`config.mk`:
```
export PLATFORM = sky130hd
export DESIGN_NAME = hamming_15_11_byte_stream_codec_top_flat
export DESIGN_NICKNAME = d
export VERILOG_FILES = /design/src/hdl/hbsc_pkg.sv /design/src/hdl/hbsc_in_if.sv /design/src/hdl/hbsc_out_if.sv /design/src/hdl/hbsc_front.sv /design/src/hdl/hbsc_queue.sv /design/src/hdl/hbsc_back.sv /design/src/hdl/hamming_15_11_byte_stream_codec_top.sv /design/src/flat_wrapper.sv
export SDC_FILE = /design/constraint.sdc
export NUM_CORES = 1
export LEC_CHECK = 0
export ABC_CLOCK_PERIOD_IN_PS = 15300
export BUFFER_PORTS_ARGS = -buffer_cell sky130_fd_sc_hd__clkbuf_2
export CAP_MARGIN = 20
export CORE_MARGIN = 2
export CORE_UTILIZATION = 65
export CTS_BUF_LIST = sky130_fd_sc_hd__clkbuf_16
export DETAILED_ROUTE_END_ITERATION = 7
export GPL_ROUTABILITY_DRIVEN = 1
export GPL_TIMING_DRIVEN = 0
export PLACE_DENSITY = 0.81
export SLEW_MARGIN = 20
export SYNTH_ARGS = -nofsm -noshare
export SYNTH_HDL_FRONTEND = slang
export SYNTH_SLANG_ARGS = --single-unit
export TNS_END_PERCENT = 30
```
`constraint.sdc`:
```
create_clock -name clk -period 15.3 [get_ports clk]
set_input_delay 0 -clock clk [delete_from_list [all_inputs] [get_ports clk]]
set_output_delay 0 -clock clk [all_outputs]
set_load 0.05 [all_outputs]
```
`src/hdl/hbsc_pkg.sv`:
```
// Shared types, constants and code-word helpers for the Hamming(15,11) byte codec.
// No dependencies; every other file of the block imports this package.
package hbsc_pkg;

  localparam int HBSC_FIX_TOTAL_BITS = 16;
  localparam int DATA_BYTES = 11;
  localparam int CODE_BYTES = 15;
  localparam int WORDS = 8;
  localparam int BLOCK_BITS = CODE_BYTES * 8;
  localparam int QUEUE_DEPTH = 2;

  localparam logic MODE_ENCODE = 1'b0;
  localparam logic MODE_DECODE = 1'b1;

  // Code bits whose 1-based position has bit r set.
  localparam logic [14:0] SYN_MASK0 = 15'h5555;
  localparam logic [14:0] SYN_MASK1 = 15'h6666;
  localparam logic [14:0] SYN_MASK2 = 15'h7878;
  localparam logic [14:0] SYN_MASK3 = 15'h7f80;

  typedef logic [7:0] byte_t;

  // One finished block (or error result) waiting to be sent out byte by byte.
  typedef struct packed {
    logic [BLOCK_BITS-1:0] data;
    logic [3:0]            last_idx;
    logic [3:0]            fixes;
    logic [15:0]           msg_fixes;
    logic                  len_err;
  } hbsc_job_t;

  function automatic logic [3:0] syndrome(input logic [14:0] cw);
    syndrome = {^(cw & SYN_MASK3), ^(cw & SYN_MASK2), ^(cw & SYN_MASK1), ^(cw & SYN_MASK0)};
  endfunction

  // Data bits go to positions 3,5,6,7,9..15; parity to 1,2,4,8.
  function automatic logic [14:0] encode_word(input logic [10:0] d);
    logic [14:0] cw;
    logic [3:0]  s;
    cw = {d[10:4], 1'b0, d[3:1], 1'b0, d[0], 2'b00};
    s  = syndrome(cw);
    encode_word = cw | {7'd0, s[3], 3'd0, s[2], 1'b0, s[1], s[0]};
  endfunction

  function automatic logic [10:0] extract_data(input logic [14:0] cw);
    extract_data = {cw[14:8], cw[6:4], cw[2]};
  endfunction

  function automatic logic [14:0] correct_word(input logic [14:0] cw, input logic [3:0] s);
    logic [14:0] flip;
    flip = '0;
    for (int k = 0; k < 15; k++) begin
      flip[k] = (s == 4'(k + 1));
    end
    correct_word = cw ^ flip;
  endfunction

endpackage

```
`src/hdl/hbsc_in_if.sv`:
```
// Input byte channel of the Hamming(15,11) codec: valid/ready handshake.
// Depends on hbsc_pkg for the byte type.
interface hbsc_in_if import hbsc_pkg::*; ();
  logic  valid;
  logic  ready;
  byte_t in_byte;
  logic  message_end;

  modport source (output valid, output in_byte, output message_end, input ready);
  modport sink (input valid, input in_byte, input message_end, output ready);
endinterface

```
`src/hdl/hbsc_out_if.sv`:
```
// Result byte channel of the Hamming(15,11) codec: valid/ready handshake.
// Depends on hbsc_pkg for the byte type.
interface hbsc_out_if import hbsc_pkg::*; ();
  logic        valid;
  logic        ready;
  byte_t       out_byte;
  logic        block_last;
  logic [3:0]  block_fixes;
  logic [15:0] message_fixes;
  logic        length_error;

  modport source (output valid, output out_byte, output block_last, output block_fixes,
                  output message_fixes, output length_error, input ready);
  modport sink (input valid, input out_byte, input block_last, input block_fixes,
                input message_fixes, input length_error, output ready);
endinterface

```
`src/hdl/hbsc_front.sv`:
```
// Front end: collects input bytes into a block, codes a full block as it
// completes and pushes the finished job into the queue. Depends on hbsc_pkg.
module hbsc_front import hbsc_pkg::*; #(
  parameter int FIX_TOTAL_BITS = HBSC_FIX_TOTAL_BITS
) (
  input  logic      clk,
  input  logic      rst_n,
  input  logic      cfg_we,
  input  logic      cfg_wdata,
  input  logic      in_valid,
  output logic      in_ready,
  input  byte_t     in_byte,
  input  logic      in_end,
  input  logic      q_full,
  output logic      push,
  output hbsc_job_t push_job
);

  logic                      mode_r;
  logic [3:0]                count_r, count_nxt;
  logic [FIX_TOTAL_BITS-1:0] fix_total_r, fix_total_nxt;
  byte_t                     store_r [CODE_BYTES];

  logic [3:0]                blen, cnt, cnt_inc;
  logic                      accept, full;
  logic [BLOCK_BITS-1:0]     blk, enc_bits, dec_bits;
  logic [WORDS-1:0]          fix_flags;
  logic [3:0]                fixes;
  logic [FIX_TOTAL_BITS:0]   sum;
  logic [FIX_TOTAL_BITS-1:0] sat, tot_sel;
  logic [15:0]               tot16;

  assign in_ready = !q_full;
  assign accept   = in_valid && in_ready;
  assign blen     = (mode_r == MODE_DECODE) ? 4'(CODE_BYTES) : 4'(DATA_BYTES);
  // A count that is not below the block length is taken as zero.
  assign cnt      = (count_r >= blen) ? 4'd0 : count_r;
  assign cnt_inc  = cnt + 4'd1;
  assign full     = (cnt_inc == blen);

  always_comb begin
    for (int i = 0; i < CODE_BYTES; i++) begin
      blk[i*8 +: 8] = (cnt == 4'(i)) ? in_byte : store_r[i];
    end
  end

  always_comb begin
    logic [14:0] cw;
    logic [3:0]  s;
    enc_bits  = '0;
    dec_bits  = '0;
    fix_flags = '0;
    for (int w = 0; w < WORDS; w++) begin
      enc_bits[15*w +: 15] = encode_word(blk[11*w +: 11]);
      cw = blk[15*w +: 15];
      s  = syndrome(cw);
      fix_flags[w] = (s != 4'd0);
      dec_bits[11*w +: 11] = extract_data(correct_word(cw, s));
    end
  end

  assign fixes = (mode_r == MODE_DECODE) ? 4'($countones(fix_flags)) : 4'd0;
  assign sum   = {1'b0, fix_total_r} + {{(FIX_TOTAL_BITS - 3){1'b0}}, fixes};
  assign sat   = sum[FIX_TOTAL_BITS] ? {FIX_TOTAL_BITS{1'b1}} : sum[FIX_TOTAL_BITS-1:0];
  assign tot_sel = full ? sat : fix_total_r;

  generate
    if (FIX_TOTAL_BITS >= 16) begin : g_trunc
      assign tot16 = tot_sel[15:0];
    end else begin : g_ext
      assign tot16 = {{(16 - FIX_TOTAL_BITS){1'b0}}, tot_sel};
    end
  endgenerate

  always_comb begin
    push_job.data      = (mode_r == MODE_DECODE) ? dec_bits : enc_bits;
    push_job.last_idx  = (mode_r == MODE_DECODE) ? 4'(DATA_BYTES - 1) : 4'(CODE_BYTES - 1);
    push_job.fixes     = fixes;
    push_job.msg_fixes = tot16;
    push_job.len_err   = 1'b0;
    if (!full) begin
      push_job.data      = '0;
      push_job.last_idx  = 4'd0;
      push_job.fixes     = 4'd0;
      push_job.len_err   = 1'b1;
    end
  end

  assign push = accept && (full || in_end);

  always_comb begin
    count_nxt     = count_r;
    fix_total_nxt = fix_total_r;
    if (accept) begin
      if (full) begin
        count_nxt     = 4'd0;
        fix_total_nxt = in_end ? '0 : sat;
      end else if (in_end) begin
        count_nxt     = 4'd0;
        fix_total_nxt = '0;
      end else begin
        count_nxt = cnt_inc;
      end
    end
  end

  always_ff @(posedge clk) begin
    if (!rst_n) begin
      mode_r      <= MODE_ENCODE;
      count_r     <= 4'd0;
      fix_total_r <= '0;
    end else if (cfg_we) begin
      // A mode change starts a new message.
      mode_r      <= cfg_wdata;
      count_r     <= 4'd0;
      fix_total_r <= '0;
    end else begin
      count_r     <= count_nxt;
      fix_total_r <= fix_total_nxt;
    end
  end

  always_ff @(posedge clk) begin
    if (accept) begin
      store_r[cnt] <= in_byte;
    end
  end

endmodule

```
`src/hdl/hbsc_queue.sv`:
```
// Two-entry job queue between the front end and the output serializer.
// Depends on hbsc_pkg for the job type.
module hbsc_queue import hbsc_pkg::*; (
  input  logic      clk,
  input  logic      rst_n,
  input  logic      push,
  input  hbsc_job_t push_job,
  output logic      full,
  output logic      head_valid,
  output hbsc_job_t head_job,
  input  logic      pop
);

  localparam int PtrBits = $clog2(QUEUE_DEPTH);

  hbsc_job_t          mem_r [QUEUE_DEPTH];
  logic [PtrBits-1:0] wr_ptr_r, rd_ptr_r;
  logic [PtrBits:0]   count_r;

  assign full       = (count_r == (PtrBits + 1)'(QUEUE_DEPTH));
  assign head_valid = (count_r != '0);
  assign head_job   = mem_r[rd_ptr_r];

  always_ff @(posedge clk) begin
    if (!rst_n) begin
      wr_ptr_r <= '0;
      rd_ptr_r <= '0;
      count_r  <= '0;
    end else begin
      if (push) begin
        wr_ptr_r <= wr_ptr_r + 1'b1;
      end
      if (pop) begin
        rd_ptr_r <= rd_ptr_r + 1'b1;
      end
      count_r <= count_r + (PtrBits + 1)'(push) - (PtrBits + 1)'(pop);
    end
  end

  always_ff @(posedge clk) begin
    if (push) begin
      mem_r[wr_ptr_r] <= push_job;
    end
  end

endmodule

```
`src/hdl/hbsc_back.sv`:
```
// Back end: sends the job at the head of the queue out one byte per cycle
// while out_ready is high. Depends on hbsc_pkg for the job type.
module hbsc_back import hbsc_pkg::*; (
  input  logic      clk,
  input  logic      rst_n,
  input  logic      head_valid,
  input  hbsc_job_t head_job,
  output logic      pop,
  input  logic      out_ready,
  output logic      out_valid,
  output byte_t     out_byte,
  output logic      out_last,
  output logic [3:0] out_fixes,
  output logic [15:0] out_msg_fixes,
  output logic      out_len_err
);

  logic [3:0] idx_r, idx_nxt;
  logic       last;

  assign last          = (idx_r == head_job.last_idx);
  assign out_valid     = head_valid;
  assign out_byte      = head_job.data[idx_r*8 +: 8];
  assign out_last      = last;
  assign out_fixes     = head_job.fixes;
  assign out_msg_fixes = head_job.msg_fixes;
  assign out_len_err   = head_job.len_err;
  assign pop           = head_valid && out_ready && last;

  always_comb begin
    idx_nxt = idx_r;
    if (head_valid && out_ready) begin
      idx_nxt = last ? 4'd0 : idx_r + 4'd1;
    end
  end

  always_ff @(posedge clk) begin
    if (!rst_n) begin
      idx_r <= 4'd0;
    end else begin
      idx_r <= idx_nxt;
    end
  end

endmodule

```
`src/hdl/hamming_15_11_byte_stream_codec_top.sv`:
```
// Hamming(15,11) byte-stream codec. Input channel in_ch carries one message
// byte per item with message_end on the last byte; output channel out_ch
// carries result bytes. cfg_we/cfg_wdata write the mode: 0 encodes 11-byte
// blocks into 15 bytes, 1 decodes 15-byte blocks into 11 with correction.
// A byte that completes a block is coded in the cycle it is accepted and the
// job is written to the queue; its first result byte is offered once it is at
// the head of the queue, and the rest follow one per cycle while out_ch.ready
// is high. With the receiver always ready, decode mode takes one input item
// per cycle, while in encode mode the output serializer limits the input rate.
// A message end inside a partial block yields one error item with
// length_error set. A two-job queue sits between the coder and the output,
// so input keeps flowing while the receiver holds ready low, until both
// entries are full; then in_ch.ready drops. Reset (rst_n low, synchronous)
// selects encode mode and clears the byte count, fix total and queue.
// Depends on hbsc_pkg, hbsc_in_if, hbsc_out_if, hbsc_front, hbsc_queue, hbsc_back.
module hamming_15_11_byte_stream_codec_top import hbsc_pkg::*; #(
  parameter int FIX_TOTAL_BITS = HBSC_FIX_TOTAL_BITS
) (
  input  logic         clk,
  input  logic         rst_n,
  input  logic         cfg_we,
  input  logic         cfg_wdata,
  hbsc_in_if.sink      in_ch,
  hbsc_out_if.source   out_ch
);

  logic      push, q_full, head_valid, pop;
  hbsc_job_t push_job, head_job;

  hbsc_front #(.FIX_TOTAL_BITS(FIX_TOTAL_BITS)) u_front (
    .clk      (clk),
    .rst_n    (rst_n),
    .cfg_we   (cfg_we),
    .cfg_wdata(cfg_wdata),
    .in_valid (in_ch.valid),
    .in_ready (in_ch.ready),
    .in_byte  (in_ch.in_byte),
    .in_end   (in_ch.message_end),
    .q_full   (q_full),
    .push     (push),
    .push_job (push_job)
  );

  hbsc_queue u_queue (
    .clk       (clk),
    .rst_n     (rst_n),
    .push      (push),
    .push_job  (push_job),
    .full      (q_full),
    .head_valid(head_valid),
    .head_job  (head_job),
    .pop       (pop)
  );

  hbsc_back u_back (
    .clk          (clk),
    .rst_n        (rst_n),
    .head_valid   (head_valid),
    .head_job     (head_job),
    .pop          (pop),
    .out_ready    (out_ch.ready),
    .out_valid    (out_ch.valid),
    .out_byte     (out_ch.out_byte),
    .out_last     (out_ch.block_last),
    .out_fixes    (out_ch.block_fixes),
    .out_msg_fixes(out_ch.message_fixes),
    .out_len_err  (out_ch.length_error)
  );

endmodule
```
`src/flat_wrapper.sv`:
```
// flat-port wrapper written by rule: the top's interface ports become plain ports
module hamming_15_11_byte_stream_codec_top_flat import hbsc_pkg::*;
#(
  parameter int FIX_TOTAL_BITS = HBSC_FIX_TOTAL_BITS
)
  (clk, rst_n, cfg_we, cfg_wdata, in_ch_valid, in_ch_in_byte, in_ch_message_end, in_ch_ready, out_ch_valid, out_ch_out_byte, out_ch_block_last, out_ch_block_fixes, out_ch_message_fixes, out_ch_length_error, out_ch_ready);
  hbsc_in_if in_ch_i ();
  hbsc_out_if out_ch_i ();
  input  logic clk;
  input  logic rst_n;
  input  logic cfg_we;
  input  logic cfg_wdata;
  input wire logic [$bits(in_ch_i.valid)-1:0] in_ch_valid;
  input wire logic [$bits(in_ch_i.in_byte)-1:0] in_ch_in_byte;
  input wire logic [$bits(in_ch_i.message_end)-1:0] in_ch_message_end;
  output wire logic [$bits(in_ch_i.ready)-1:0] in_ch_ready;
  output wire logic [$bits(out_ch_i.valid)-1:0] out_ch_valid;
  output wire logic [$bits(out_ch_i.out_byte)-1:0] out_ch_out_byte;
  output wire logic [$bits(out_ch_i.block_last)-1:0] out_ch_block_last;
  output wire logic [$bits(out_ch_i.block_fixes)-1:0] out_ch_block_fixes;
  output wire logic [$bits(out_ch_i.message_fixes)-1:0] out_ch_message_fixes;
  output wire logic [$bits(out_ch_i.length_error)-1:0] out_ch_length_error;
  input wire logic [$bits(out_ch_i.ready)-1:0] out_ch_ready;
  assign in_ch_i.valid = in_ch_valid;
  assign in_ch_i.in_byte = in_ch_in_byte;
  assign in_ch_i.message_end = in_ch_message_end;
  assign in_ch_ready = in_ch_i.ready;
  assign out_ch_valid = out_ch_i.valid;
  assign out_ch_out_byte = out_ch_i.out_byte;
  assign out_ch_block_last = out_ch_i.block_last;
  assign out_ch_block_fixes = out_ch_i.block_fixes;
  assign out_ch_message_fixes = out_ch_i.message_fixes;
  assign out_ch_length_error = out_ch_i.length_error;
  assign out_ch_i.ready = out_ch_ready;
  hamming_15_11_byte_stream_codec_top #(.FIX_TOTAL_BITS(FIX_TOTAL_BITS)) u_core (.clk(clk), .rst_n(rst_n), .cfg_we(cfg_we), .cfg_wdata(cfg_wdata), .in_ch(in_ch_i), .out_ch(out_ch_i));
endmodule
```
# Word level (Yosys, flattened, before mapping)
# Memories as Yosys holds them, arrays and structs flattened. A register that Yosys moved wholly into a read port is not among the register bits.
# Index checks and enable logic that the tools add are counted.
[word_totals] regBits=29 mem_count=2 in_bits=15 elab_cells=298 ram_bits=410
[op_classes] shift=1 reduce_logical=83 add_sub_neg=14 muxes=36 n_lt_le_gt_ge=1 n_eq_ne=137 bitwise_logic=17
[mem_list] memory="u_core.u_queue.mem_r" words=2 word_bits=145 read_ports=1 rd_clocked_by_memory_dff=1 wr=1 line="hbsc_queue.sv:16" source="hbsc_job_t mem_r [QUEUE_DEPTH];"
[mem_list] memory="u_core.u_front.store_r" words=15 word_bits=8 read_ports=15 rd_clocked_by_memory_dff=0 wr=1 line="hbsc_front.sv:22" source="byte_t store_r [CODE_BYTES];"
[op_table] op="$reduce_xor 15->1" n=64
[op_table] op="$eq 4x4->1 const B" n=71
[op_table] op="$eq 4x3->1 const B" n=36
[op_table] op="$mux 128" n=1
[op_table] op="$mux 120" n=1
[op_table] op="$mux 8" n=15
[op_table] op="$or 15x8->15" n=8
[op_table] op="$shiftx 120x8->8" n=1
[op_table] op="$xor 15x15->15" n=8
[op_table] op="$mux 16" n=5
[op_table] op="$eq 4x2->1 const B" n=18
[op_table] op="$eq 4x1->1 const B" n=9
[op_table] op="$reduce_bool 4->1" n=8
[op_table] op="$mux 4" n=5
[op_table] op="$add 16x4->17" n=1
[op_table] op="$add 4x4->4" n=3
[op_table] op="$add 1x1->2" n=4
[op_table] op="$add 4x1->4 const B" n=2
[op_table] op="$eq 4x4->1" n=2
[op_table] op="$mux 1" n=7
[op_table] op="$mux 3" n=2
[op_table] op="$ge 4x4->1" n=1
[op_table] op="$logic_and 1x1->1" n=4
[op_table] op="$logic_not 4->1" n=1
[op_table] op="10 further kinds" n=12

# Longest topological paths before layout
# Gate-level depths: netlist (run 1).
[depth] word_depth=15 depth_mapped=37 ltp_nobuf=31

# Hierarchy
# From an unflattened synthesis (run 1), not the netlist that was laid out.
[hier_totals] hier_cells=2075 area_unflattened_um2=26187.6
[modules_own_cells] mod="hbsc_front" area_each_um2=13810.7 cells_each=1431 n_inst=1
[modules_own_cells] mod="hbsc_queue" area_each_um2=10880.4 cells_each=472 n_inst=1
[modules_own_cells] mod="hbsc_back" area_each_um2=1496.4 cells_each=172 n_inst=1

# Worst setup path after synthesis (run 1)
# Ideal clock, no wire load.
[synth_path] path_kind="register to register" startpoint="reg u_core.u_front.mode_r" endpoint="mem u_core.u_queue.mem_r[0][0] (netlist bit) (enable)" stages_incl_launch_ff=17 arrival_time_ns=9.388 slack_ns=5.262 synth_period_minus_slack_ns=10.038 path_buffers=4 cell_sequence="dfxtp_1 -> inv_1 -> clkbuf_1 -> buf_1 -> ha_1 -> a31o_2 -> buf_6 -> nand2_1 -> and2_1 -> ha_1 -> xnor2_1 -> xnor2_1 -> nand3_1 -> clkbuf_1 -> a21oi_1 -> clkinv_1 -> nor2_1"
[synth_via] elab_chain_len=9
[synth_lines] element="start, declared" line="hbsc_front.sv:19" source="logic mode_r;"
[synth_lines] element="start signal, assigned" line="hbsc_front.sv:114" source="mode_r <= cfg_wdata;"
[synth_lines] element="$mux 3 *" line="hbsc_front.sv:35" source="assign blen = (mode_r == MODE_DECODE) ? 4'(CODE_BYTES) : 4'(DATA_BYTES);"
[synth_lines] element="$ge 4x4->1" line="hbsc_front.sv:37" source="assign cnt = (count_r >= blen) ? 4'd0 : count_r;"
[synth_lines] element="$mux 4" line="hbsc_front.sv:37"
[synth_lines] element="$add 4x1->4" line="hbsc_front.sv:38" source="assign cnt_inc = cnt + 4'd1;"
[synth_lines] element="$eq 4x4->1 *" line="hbsc_front.sv:39" source="assign full = (cnt_inc == blen);"
[synth_lines] element="$logic_or 1x1->1 *" line="hbsc_front.sv:89" source="assign push = accept && (full || in_end);"
[synth_lines] element="$logic_and 1x1->1 *" line="hbsc_front.sv:89"
[synth_lines] element="$mux 1 *" line="hbsc_queue.sv:41" source="if (push) begin"
[synth_lines] element="$mux 1 (not written as such) *" line="hbsc_queue.sv:42" source="mem_r[wr_ptr_r] <= push_job;"
[synth_lines] element="end, declared" line="hbsc_queue.sv:16"
# Every way passes the cells marked *; elsewhere a longest branch is shown, timed or not.

# Worst setup path in the final report (run 1)
[layout_path] startpoint="reg u_core.u_front.mode_r" endpoint="reg u_core.u_front.fix_total_r[12]"
[layout_via] elab_chain_len=15 elab_cells_between_ends=89 classes_between="9 x add/sub; 1 x order compare; 15 x eq/ne; 21 x mux; 43 x reduce/logical"
[layout_lines] element="$mux 3" line="hbsc_front.sv:35"
[layout_lines] element="$ge 4x4->1" line="hbsc_front.sv:37"
[layout_lines] element="$mux 4" line="hbsc_front.sv:37"
[layout_lines] element="$eq 4x1->1 (tied with other cells)" line="hbsc_front.sv:43" source="blk[i*8 +: 8] = (cnt == 4'(i)) ? in_byte : store_r[i];"
[layout_lines] element="$mux 8" line="hbsc_front.sv:43"
[layout_lines] element="$reduce_xor 15->1" line="hbsc_pkg.sv:33" source="syndrome = {^(cw & SYN_MASK3), ^(cw & SYN_MASK2), ^(cw & SYN_MASK1), ^(cw & SYN_MASK0)};"
[layout_lines] element="$reduce_bool 4->1" line="hbsc_front.sv:57" source="fix_flags[w] = (s != 4'd0);"
[layout_lines] element="$add 1x1->2 (not written as such)" line="hbsc_front.sv:62" source="assign fixes = (mode_r == MODE_DECODE) ? 4'($countones(fix_flags)) : 4'd0;"
[layout_lines] element="$add 4x4->4 (not written as such) (2 in a row)" line="hbsc_front.sv:62"
[layout_lines] element="$mux 4" line="hbsc_front.sv:62"
[layout_lines] element="$add 16x4->17" line="hbsc_front.sv:63" source="assign sum = {1'b0, fix_total_r} + {{(FIX_TOTAL_BITS - 3){1'b0}}, fixes};"
[layout_lines] element="$mux 16" line="hbsc_front.sv:64" source="assign sat = sum[FIX_TOTAL_BITS] ? {FIX_TOTAL_BITS{1'b1}} : sum[FIX_TOTAL_BITS-1:0];"
[layout_lines] element="$mux 16" line="hbsc_front.sv:97" source="fix_total_nxt = in_end ? '0 : sat;"
[layout_lines] element="$mux 16" line="hbsc_front.sv:95" source="if (full) begin"
[layout_lines] element="end signal, assigned" line="hbsc_front.sv:119" source="fix_total_r <= fix_total_nxt;"
[layout_lines] element="end, declared" line="hbsc_front.sv:21" source="logic [FIX_TOTAL_BITS-1:0] fix_total_r, fix_total_nxt;"
# Parallel ways exist; a longest one is shown, timed or not.
# A chain may end at the register's enable or synchronous reset.

==> impl_metrics.toml, run 1 <==
[clock_tree]
cts_buffers = 45
clk_pin_slew_ps = 60
clockBufferDepth = 3
post_cts_buffers = 0
cts_tree = "built"
htree_levels = 2
ctsRootBufferMaster = "clkbuf_16"
worstSkewPairLatency_ps = 590
cts_resized = 0
hold_buffers = 9
cts_sinks = 436

[pwr]
switching_share_pct = 25.01
finalPower_mw = 2.735
clockPowerShare_pct = 38.7
p_int_mw = 2.051
combPwrFrac_pct = 12.3
p_per_area_mw_per_mm2 = 98.72
power.switching_mw = 0.6842
power.share.sequential_pct = 49.0
power_leakage_nw = 9.668
vdd_ir_drop_max_mv = 0.1308

[sta]
rsz0062_at_grt = "no"
fin_crit_ps = 11090
drv_slew = 0
fin_crit_sh_pct = 72.50
setup_viol = 0
finalClockSkew_ps = 19.05
worst_pin_slew_ps = 1128
max_slew_margin_pct = 24.79
final_hold_viol_count = 0
whs_ps = 73.14
max_freq_ghz = 0.09015
fin_setup_tns_ps = 0

[cells_and_area]
regArea_mm2 = 0.01279
fin_util_pct = 72.20
multi_input_area_mm2 = 0.01162
fin_cells = 2668
areaGrowthSynthToFinish_pct = 10.27
fillers = 2614
drive_gt1_share_pct = 12.85
layout.nets = 2151

[worst_setup_path]
cp.required_ps = 15770
critPathMaxFanout = 10
crit_path_end_kind = "flip-flop"
cp.arrival_ps = 11560
cpMaxStageDelayCell = "buf_1"
worstSetupPathType = "reg2reg"
slowest_delay_ps = 670
start_kind = "flip-flop"

[logic_synthesis]
synth_top_family_by_area = "XOR/XNOR gates"
synth_compound_area_share_pct = 9.032
synth-seq-cells = 436
synth_edf_count = 406
synth.most_common_cell = "edfxtp_1"
synth.distinct_cells = 84
synth_top_cell_area_share_pct = 48.52
synth_ff_type = "edfxtp_1"
ys_warn_count = 0
synth.area.mux_share_pct = 12.52
synth_common_cells = "edfxtp_1, xnor2_1, mux2i_1"
synthTopCellsByArea = "edfxtp_1, xnor2_1, mux2i_1, mux4_2, xor2_1"
postSynth.asyncResetShare_pct = 0
synthCells = 2004
synth.avg_cell_area_um2 = 12.54
postSynthNetCount = 2042
synthAdderAreaFrac_pct = 1.295
yosys.area_share.simple_pct = 9.839
yosysTopAreaCell = "edfxtp_1"
synthXorXnorAreaFrac_pct = 13.46
synthesis.area_mm2 = 0.02513
yosysSeqAreaShare_pct = 50.91

[drt]
wl_um = 77680
vias = 18228
dr.pass1.iters = 6
routed_via_density = 6.832
wl_met2_um = 34950
ant_nets = 0
top_layer_used = "met4"
wl_met3_um = 8914
drc = 0
wl_per_cell_um = 29.12
drtIter0Drc = 2559
wirelength_met1_um = 29130

[floorplanning]
initial_utilization_pct = 65.48
chipHeight_um = 200.6
die_area_mm2 = 0.04025
io_pins = 47
core_area_mm2 = 0.03838
fp.dieW_um = 200.6
num_rows = 72

[worst_hold_path]
hold_path.class = "in2reg"

[place]
dp_hpwl_um = 56840
numPlacedInstances = 2575
gp_congestion = 1.055
io_buffers = 46

[global_routing]
antenna_found_initial = 2
grt_max_degree = 56
overflow = 0
grt_first_pass_wirelength_um = 112900
grt_pass1_vias = 17724
grt_usage_pct = 38.65

[status]
outcome = "finished clean"

[run]
max_cap_violations = 0
==> power groups by stage <==
stage               sequential, mW  clock (mW)  combinational [mW]
floorplan                     1.37           0               0.221
global placement              1.37           0               0.313
detailed placement            1.36           0               0.325
CTS                           1.34        1.06               0.329
global route                  1.34        1.10               0.351
finish                        1.34        1.06               0.336
==> per-layer routing <==
metal / up-vias / GRT usage [%]
met5: - / 0
met4: 0 / 21.32
met3: 261 / 7.890
met2: 1335 / 59.64
met1: 8814 / 51.91
li1: 7818 / -
==> metrics by stage <==
| step | cell area [um2] | setup slack, ps |
|---|---|---|
| 2_1_floorplan | 25130 | 5262 |
| 3_3_place_gp | 26010 | 579.9 |
| 4_1_cts | 27700 | 4487 |
| 3_5_place_dp | 26190 | 4669 |
| 6_report | 27710 | 4207 |
| 5_1_grt | 27700 | 4036 |
==> placed cells by master, fill, tap and decap left out, types with 44 or more instances in the layout <==
cell | Yosys | final
edfxtp_1 | 406 | 406
xnor2_1 | 201 | 200
mux2i_1 | 159 | 159
nor2_1 | 138 | 137
nand2_1 | 89 | 89
xor2_1 | 90 | 89
clkbuf_1 | 80 | 80
a21oi_1 | 57 | 57
inv_1 | 37 | 56
nand3_1 | 50 | 50
clkbuf_16 | 0 | 46
clkbuf_2 | 0 | 46
o21ai_0 | 44 | 44
==> final timing paths <==
kind	start	to	slack, ps	cells after the start
worst min register to register	u_core.u_front.fix_total_r[15]	u_core.u_front.fix_total_r[15]	530	2
worst max-delay path	u_core.u_front.mode_r	u_core.u_front.fix_total_r[12]	4210	35
worst max register to register	u_core.u_front.mode_r	u_core.u_front.fix_total_r[12]	4210	35
worst min-delay path	in_ch_in_byte[6]	u_core.u_front.store_r[3][6]	70	1
==> cell families after synthesis <==
| group | after synthesis |
|---|---|
| fa+ha+maj | 23 |
| xor+xnor | 329 |
| flops | 436 |
| buf+inv | 171 |
| simple gates | 480 |
| mux | 251 |
| compound gates | 314 |
==> critical path: cells and delay by family (launching register included) <==
kind                     cells  cell delay (ps)
AO/OA/AOI/OAI                5             1130
flip-flops                   1              350
XOR/XNOR                     2              730
multiplexers                 1              570
buffers and inverters       11             2940
AND/OR/NAND/NOR              8             2220
adder cells (fa/ha/maj)      8             3020
==> flip-flops by register name (all words and copies together), names as in the netlist, named ones only <==
register / cells
u_core.u_queue.mem_r: 286
u_core.u_front.store_r: 120
u_core.u_front.fix_total_r: 16
u_core.u_back.idx_r: 4
u_core.u_front.count_r: 4
u_core.u_queue.count_r: 2
u_core.u_front.mode_r: 1
u_core.u_queue.rd_ptr_r: 1
u_core.u_queue.wr_ptr_r: 1
==> final cells by class <==
class                           count  share of cell area [%]
Antenna cell                        2                 0.01806
Buffer                            130                   2.109
Clock buffer                       46                   4.154
Clock inverter                     36                  0.9663
Inverter                           41                  0.5644
Multi-Input combinational cell   1397                   41.94
Sequential cell                   436                   46.17
Tap cell                          518                   2.339
Timing Repair Buffer               62                   1.743
Power figures use the tool's default switching activity.
==> run 2: changes to the inputs <==
--- a/config.mk
+++ b/config.mk
@@ -5,16 +5,16 @@
 export SDC_FILE = /design/constraint.sdc
 export NUM_CORES = 1
 export LEC_CHECK = 0
-export ABC_CLOCK_PERIOD_IN_PS = 15300
+export ABC_CLOCK_PERIOD_IN_PS = 11300
 export BUFFER_PORTS_ARGS = -buffer_cell sky130_fd_sc_hd__clkbuf_2
 export CAP_MARGIN = 20
 export CORE_MARGIN = 2
-export CORE_UTILIZATION = 65
+export CORE_UTILIZATION = 64
 export CTS_BUF_LIST = sky130_fd_sc_hd__clkbuf_16
 export DETAILED_ROUTE_END_ITERATION = 7
 export GPL_ROUTABILITY_DRIVEN = 1
 export GPL_TIMING_DRIVEN = 0
-export PLACE_DENSITY = 0.81
+export PLACE_DENSITY = 0.8
 export SLEW_MARGIN = 20
 export SYNTH_ARGS = -nofsm -noshare
 export SYNTH_HDL_FRONTEND = slang
==> constraint.sdc (replaced) <==
create_clock -name clk -period 11.3 [get_ports clk]
set_input_delay 0 -clock clk [delete_from_list [all_inputs] [get_ports clk]]
set_output_delay 0 -clock clk [all_outputs]
set_load 0.05 [all_outputs]
==> impl_metrics.toml, run 2 (synthesis results as in run 1) <==
[worst_setup_path]
worstSetupEndpoint = "u_core.u_queue.mem_r[1][12]"
ff2ff_setup_slack_ps = 470
cp.required_ps = 11580
crit_top_cell = "ha_1"
start_kind = "flip-flop"
critPathMaxFanout = 10
r2r-end = "u_core.u_queue.mem_r[1][12]"
cpMaxStageDelayCell = "mux2i_1"
worstSetupStartpoint = "u_core.u_front.mode_r"
cp.arrival_ps = 11110
worstSetupPathType = "reg2reg"
r2r_cells = 33
crit_path_end_kind = "flip-flop"
r2r-start = "u_core.u_front.mode_r"
slowest_delay_ps = 770

[global_routing]
grt_max_degree = 52
grt_usage_pct = 39.08
grt_pass1_vias = 17401
overflow = 0
grt_first_pass_wirelength_um = 114500
antenna_found_initial = 0

[sta]
worst_pin_slew_ps = 1123
fin_setup_tns_ps = 0
whs_ps = 42.29
drv_slew = 0
rsz0062_at_grt = "no"
max_slew_margin_pct = 24.85
setup_viol = 0
fin_crit_sh_pct = 95.86
final_hold_viol_count = 0
fin_crit_ps = 10830
finalClockSkew_ps = 27.87
max_freq_ghz = 0.09232

[clock_tree]
worstSkewPairLatency_ps = 580
cts_buffers = 45
clk_pin_slew_ps = 60
cts_sinks = 436
htree_levels = 2
ctsRootBufferMaster = "clkbuf_16"
cts_tree = "built"
cts_resized = 0
clockBufferDepth = 3

[drt]
dr.pass1.iters = 6
vias = 18207
drtIter0Drc = 2213
wl_per_cell_um = 29.85
drc = 0
ant_nets = 0
wl_um = 79480
routed_via_density = 6.837

[pwr]
power_leakage_nw = 9.641
vdd_ir_drop_max_mv = 0.1570
p_per_area_mw_per_mm2 = 134.9

[place]
io_buffers = 46
dp_hpwl_um = 58410
gp_congestion = 0.9856
numPlacedInstances = 2576

[run]
max_cap_violations = 0

[floorplanning]
core_area_mm2 = 0.03874
chipHeight_um = 202.2
num_rows = 72
initial_utilization_pct = 64.87
fp.dieW_um = 202.2
die_area_mm2 = 0.04086
io_pins = 47

[cells_and_area]
drive_gt1_share_pct = 13.24
layout.nets = 2150
layout_commonest_cell = "edfxtp_1"
areaGrowthSynthToFinish_pct = 10.29
largest_reg_flops = 286
top_register = "u_core.u_queue.mem_r"
reg_top3 = "u_core.u_queue.mem_r x286, u_core.u_front.store_r x120, u_core.u_front.fix_total_r x16"
layout_common_cells = "edfxtp_1, xnor2_1, mux2i_1"
fin_cells = 2663
antenna_cells = 0

[worst_hold_path]
worstHoldStart = "rst_n"
hold_path.class = "in2reg"

[status]
outcome = "finished clean"
==> run 2: final cells by class <==
class,count,area (um2)
Buffer,130,585.6
Clock buffer,45,1126
Clock inverter,35,317.8
Fill cell,2688,11020
Inverter,41,156.4
Multi-Input combinational cell,1397,11620
Sequential cell,436,12790
Tap cell,518,648.1
Timing Repair Buffer,61,467.9
==> run 2: power breakdown <==
part           internal, mW  switching [mW]
combinational         0.151           0.304
sequential             1.80          0.0143
clock                 0.843           0.627
==> run 2: worst min-delay path by stage <==
stage / slack, ps / end / depth (start not counted)
2_1_floorplan: 100 / u_core.u_front.store_r[0][0] / 0
3_3_place_gp: 310 / u_core.u_front.mode_r / 3
3_5_place_dp: 310 / u_core.u_front.mode_r / 3
4_1_cts: 10 / u_core.u_front.fix_total_r[7] / 4
5_1_grt: 80 / u_core.u_front.fix_total_r[8] / 4
6_report: 40 / u_core.u_front.fix_total_r[7] / 4
==> run 2: per-layer routing <==
metal,global-route usage [%],routed length (um),vias up
li1,-,-,7799
met1,54.02,30440,8960
met2,61.19,36260,1230
met3,6.659,8626,218
met4,17.96,4150,0
met5,0,0,-
==> run 2: repair_timing <==
action	CTS	global route
endpoints found under the hold margin	14	0
setup buffers	0	0
hold buffers	7	0
==> run 2: metrics by stage <==
step | instance area (um2) | total power, mW | setup WS [ps] | utilization [%]
3_5_place_dp | 26190 | 2.289 | 762.2 | 67.62
4_1_cts | 27710 | 3.734 | 693.8 | 71.52
3_3_place_gp | 26010 | 2.286 | -3452 | 67.14
6_report | 27720 | 3.739 | 468.4 | 71.55
5_1_grt | 27720 | 3.816 | 137.2 | 71.55
2_1_floorplan | 25130 | 2.151 | 1262 | -
==> run 2: worst max-delay path, delay by kind of cell (launching register included) <==
family | cells | cell delay (ps)
compound gates | 4 | 1150
fa+ha+maj | 8 | 3100
flops | 1 | 330
mux | 1 | 770
simple gates | 9 | 2350
buf+inv | 9 | 2080
xor+xnor | 2 | 680
==> run 3: changes to the inputs <==
--- a/config.mk
+++ b/config.mk
@@ -9,12 +9,12 @@
 export BUFFER_PORTS_ARGS = -buffer_cell sky130_fd_sc_hd__clkbuf_2
 export CAP_MARGIN = 20
 export CORE_MARGIN = 2
-export CORE_UTILIZATION = 64
+export CORE_UTILIZATION = 50
 export CTS_BUF_LIST = sky130_fd_sc_hd__clkbuf_16
 export DETAILED_ROUTE_END_ITERATION = 7
 export GPL_ROUTABILITY_DRIVEN = 1
 export GPL_TIMING_DRIVEN = 0
-export PLACE_DENSITY = 0.8
+export PLACE_DENSITY = 0.65
 export SLEW_MARGIN = 20
 export SYNTH_ARGS = -nofsm -noshare
 export SYNTH_HDL_FRONTEND = slang
==> impl_metrics.toml, run 3 (synthesis results as in run 1) <==
[worst_setup_path]
cp.required_ps = 11780
critPathMaxFanout = 10
cpMaxStageDelayCell = "mux2i_1"
ff2ff_setup_slack_ps = 410
crit_top_cell = "ha_1"
slowest_delay_ps = 640
worstSetupEndpoint = "u_core.u_front.fix_total_r[12]"
r2r_cells = 34
worstSetupStartpoint = "u_core.u_front.mode_r"
r2r-end = "u_core.u_front.fix_total_r[12]"
start_kind = "flip-flop"
r2r-start = "u_core.u_front.mode_r"
cp.arrival_ps = 11370
crit_path_end_kind = "flip-flop"
worstSetupPathType = "reg2reg"

[cells_and_area]
fin_cells = 2829
regArea_mm2 = 0.01279
largest_reg_flops = 286
layout_common_cells = "edfxtp_1, xnor2_1, mux2i_1"
reg_top3 = "u_core.u_queue.mem_r x286, u_core.u_front.store_r x120, u_core.u_front.fix_total_r x16"
fin_util_pct = 56.29
areaGrowthSynthToFinish_pct = 11.70
antenna_cells = 0
fillers = 4242
layout_commonest_cell = "edfxtp_1"
multi_input_area_mm2 = 0.01162
drive_gt1_share_pct = 13.68
layout.nets = 2156
final_area_mm2 = 0.02807
top_register = "u_core.u_queue.mem_r"

[sta]
fin_setup_tns_ps = 0
rsz0062_at_grt = "no"
max_slew_margin_pct = 20.49
worst_pin_slew_ps = 1189
finalClockSkew_ps = 14.93
max_freq_ghz = 0.09180
final_hold_viol_count = 0
setup_viol = 0
fin_crit_ps = 10890
fin_crit_sh_pct = 96.40
drv_slew = 0

[drt]
dr.pass1.iters = 6
drtIter0Drc = 2126
wl_um = 81020
wl_per_cell_um = 28.64
ant_nets = 0
drc = 0
routed_via_density = 6.339
vias = 17932

[global_routing]
use_met2_pct = 49.08
grt_pass1_vias = 17277
use_met3_pct = 6.188
grt_max_degree = 52
busiest_layer = "met2"
grt_first_pass_wirelength_um = 117100
overflow = 0
grt_usage_pct = 30.97
antenna_found_initial = 2
grt_use_met1_pct = 41.80

[place]
gp_congestion = 0.9936
post_dp_cell_area_mm2 = 0.02648
io_buffers = 46
dp_hpwl_um = 60140
numPlacedInstances = 2732

[clock_tree]
post_cts_buffers = 0
ctsRootBufferMaster = "clkbuf_16"
worstSkewPairLatency_ps = 600
cts_sinks = 436
clockBufferDepth = 3
htree_levels = 2
clk_pin_slew_ps = 60
cts_buffers = 48
cts_tree = "built"

[status]
outcome = "finished clean"

[pwr]
p_per_area_mw_per_mm2 = 134.6
power_leakage_nw = 9.716
finalPower_mw = 3.779
vdd_ir_drop_max_mv = 0.1124

[run]
max_cap_violations = 0

[floorplanning]
initial_utilization_pct = 50.40
chipHeight_um = 228.2
die_area_mm2 = 0.05207
fp.dieW_um = 228.2
core_area_mm2 = 0.04986
io_pins = 47
num_rows = 82

[worst_hold_path]
hold_path.class = "in2reg"
-- run 3: cell count changes in the layout (fill, tap and decap cells not counted), moves of 4 or more --
cell | previous run | this run
clkinv_2 | 6 | 11
buf_12 | 7 | 2
clkbuf_16 | 45 | 49
buf_16 | 1 | 8
-- run 3: worst min-delay path by stage --
stage                          start                             end  slack [ps]  cells after the start
floorplan           in_ch_in_byte[0]    u_core.u_front.store_r[0][0]         100                      0
global placement           cfg_wdata           u_core.u_front.mode_r         370                      3
detailed placement            cfg_we  u_core.u_front.fix_total_r[12]         410                      3
CTS                 in_ch_in_byte[3]   u_core.u_front.store_r[13][3]          50                      1
global route        in_ch_in_byte[1]    u_core.u_front.store_r[1][1]          60                      1
finish              in_ch_in_byte[3]    u_core.u_front.store_r[9][3]          70                      1
-- run 3: stage by stage --
stage / worst slack [ps] / hold WS [ps]
floorplan: 1262 / 98.87
global placement: -4030 / 372.5
detailed placement: 532.2 / 414.0
CTS: 342.4 / 54.67
global route: 69.46 / 58.23
finish: 407.2 / 69.08
-- run 3: report_power, final --
group	switching (mW)	internal, mW	total (mW)
clock network	0.664	0.840	1.50
registers	0.0124	1.80	1.81
logic	0.307	0.156	0.463
-- run 3: per-layer routing --
metal / up-vias / routed length [um]
li1: 7825 / -
met1: 8926 / 32390
met2: 984 / 37050
met3: 197 / 7978
met4: 0 / 3600
met5: - / 0
-- run 3: repair_timing --
| item | in CTS | in global routing |
|---|---|---|
| hold buffers | 8 | 0 |
| setup endpoints to repair | 0 | 19 |
| endpoints found under the hold margin | 16 | 0 |
| resized for setup | 0 | 3 |
-- run 3: worst max-delay path, delay by kind of cell, from the launching register on --
kind	cells	cell delay, ps
compound gates	5	1250
buf+inv	9	2370
mux	1	640
simple gates	9	2300
xor+xnor	2	760
flops	1	340
fa+ha+maj	8	3110
-- run 3: layout make-up --
cell class	instances	share of cell area, %
timing repair buffer	64	2.033
tap	672	2.996
inverter	41	0.5572
sequential	436	45.58
buffer	130	2.086
clock inverter	40	0.9941
clock buffer	49	4.369
multi-input combinational	1397	41.39
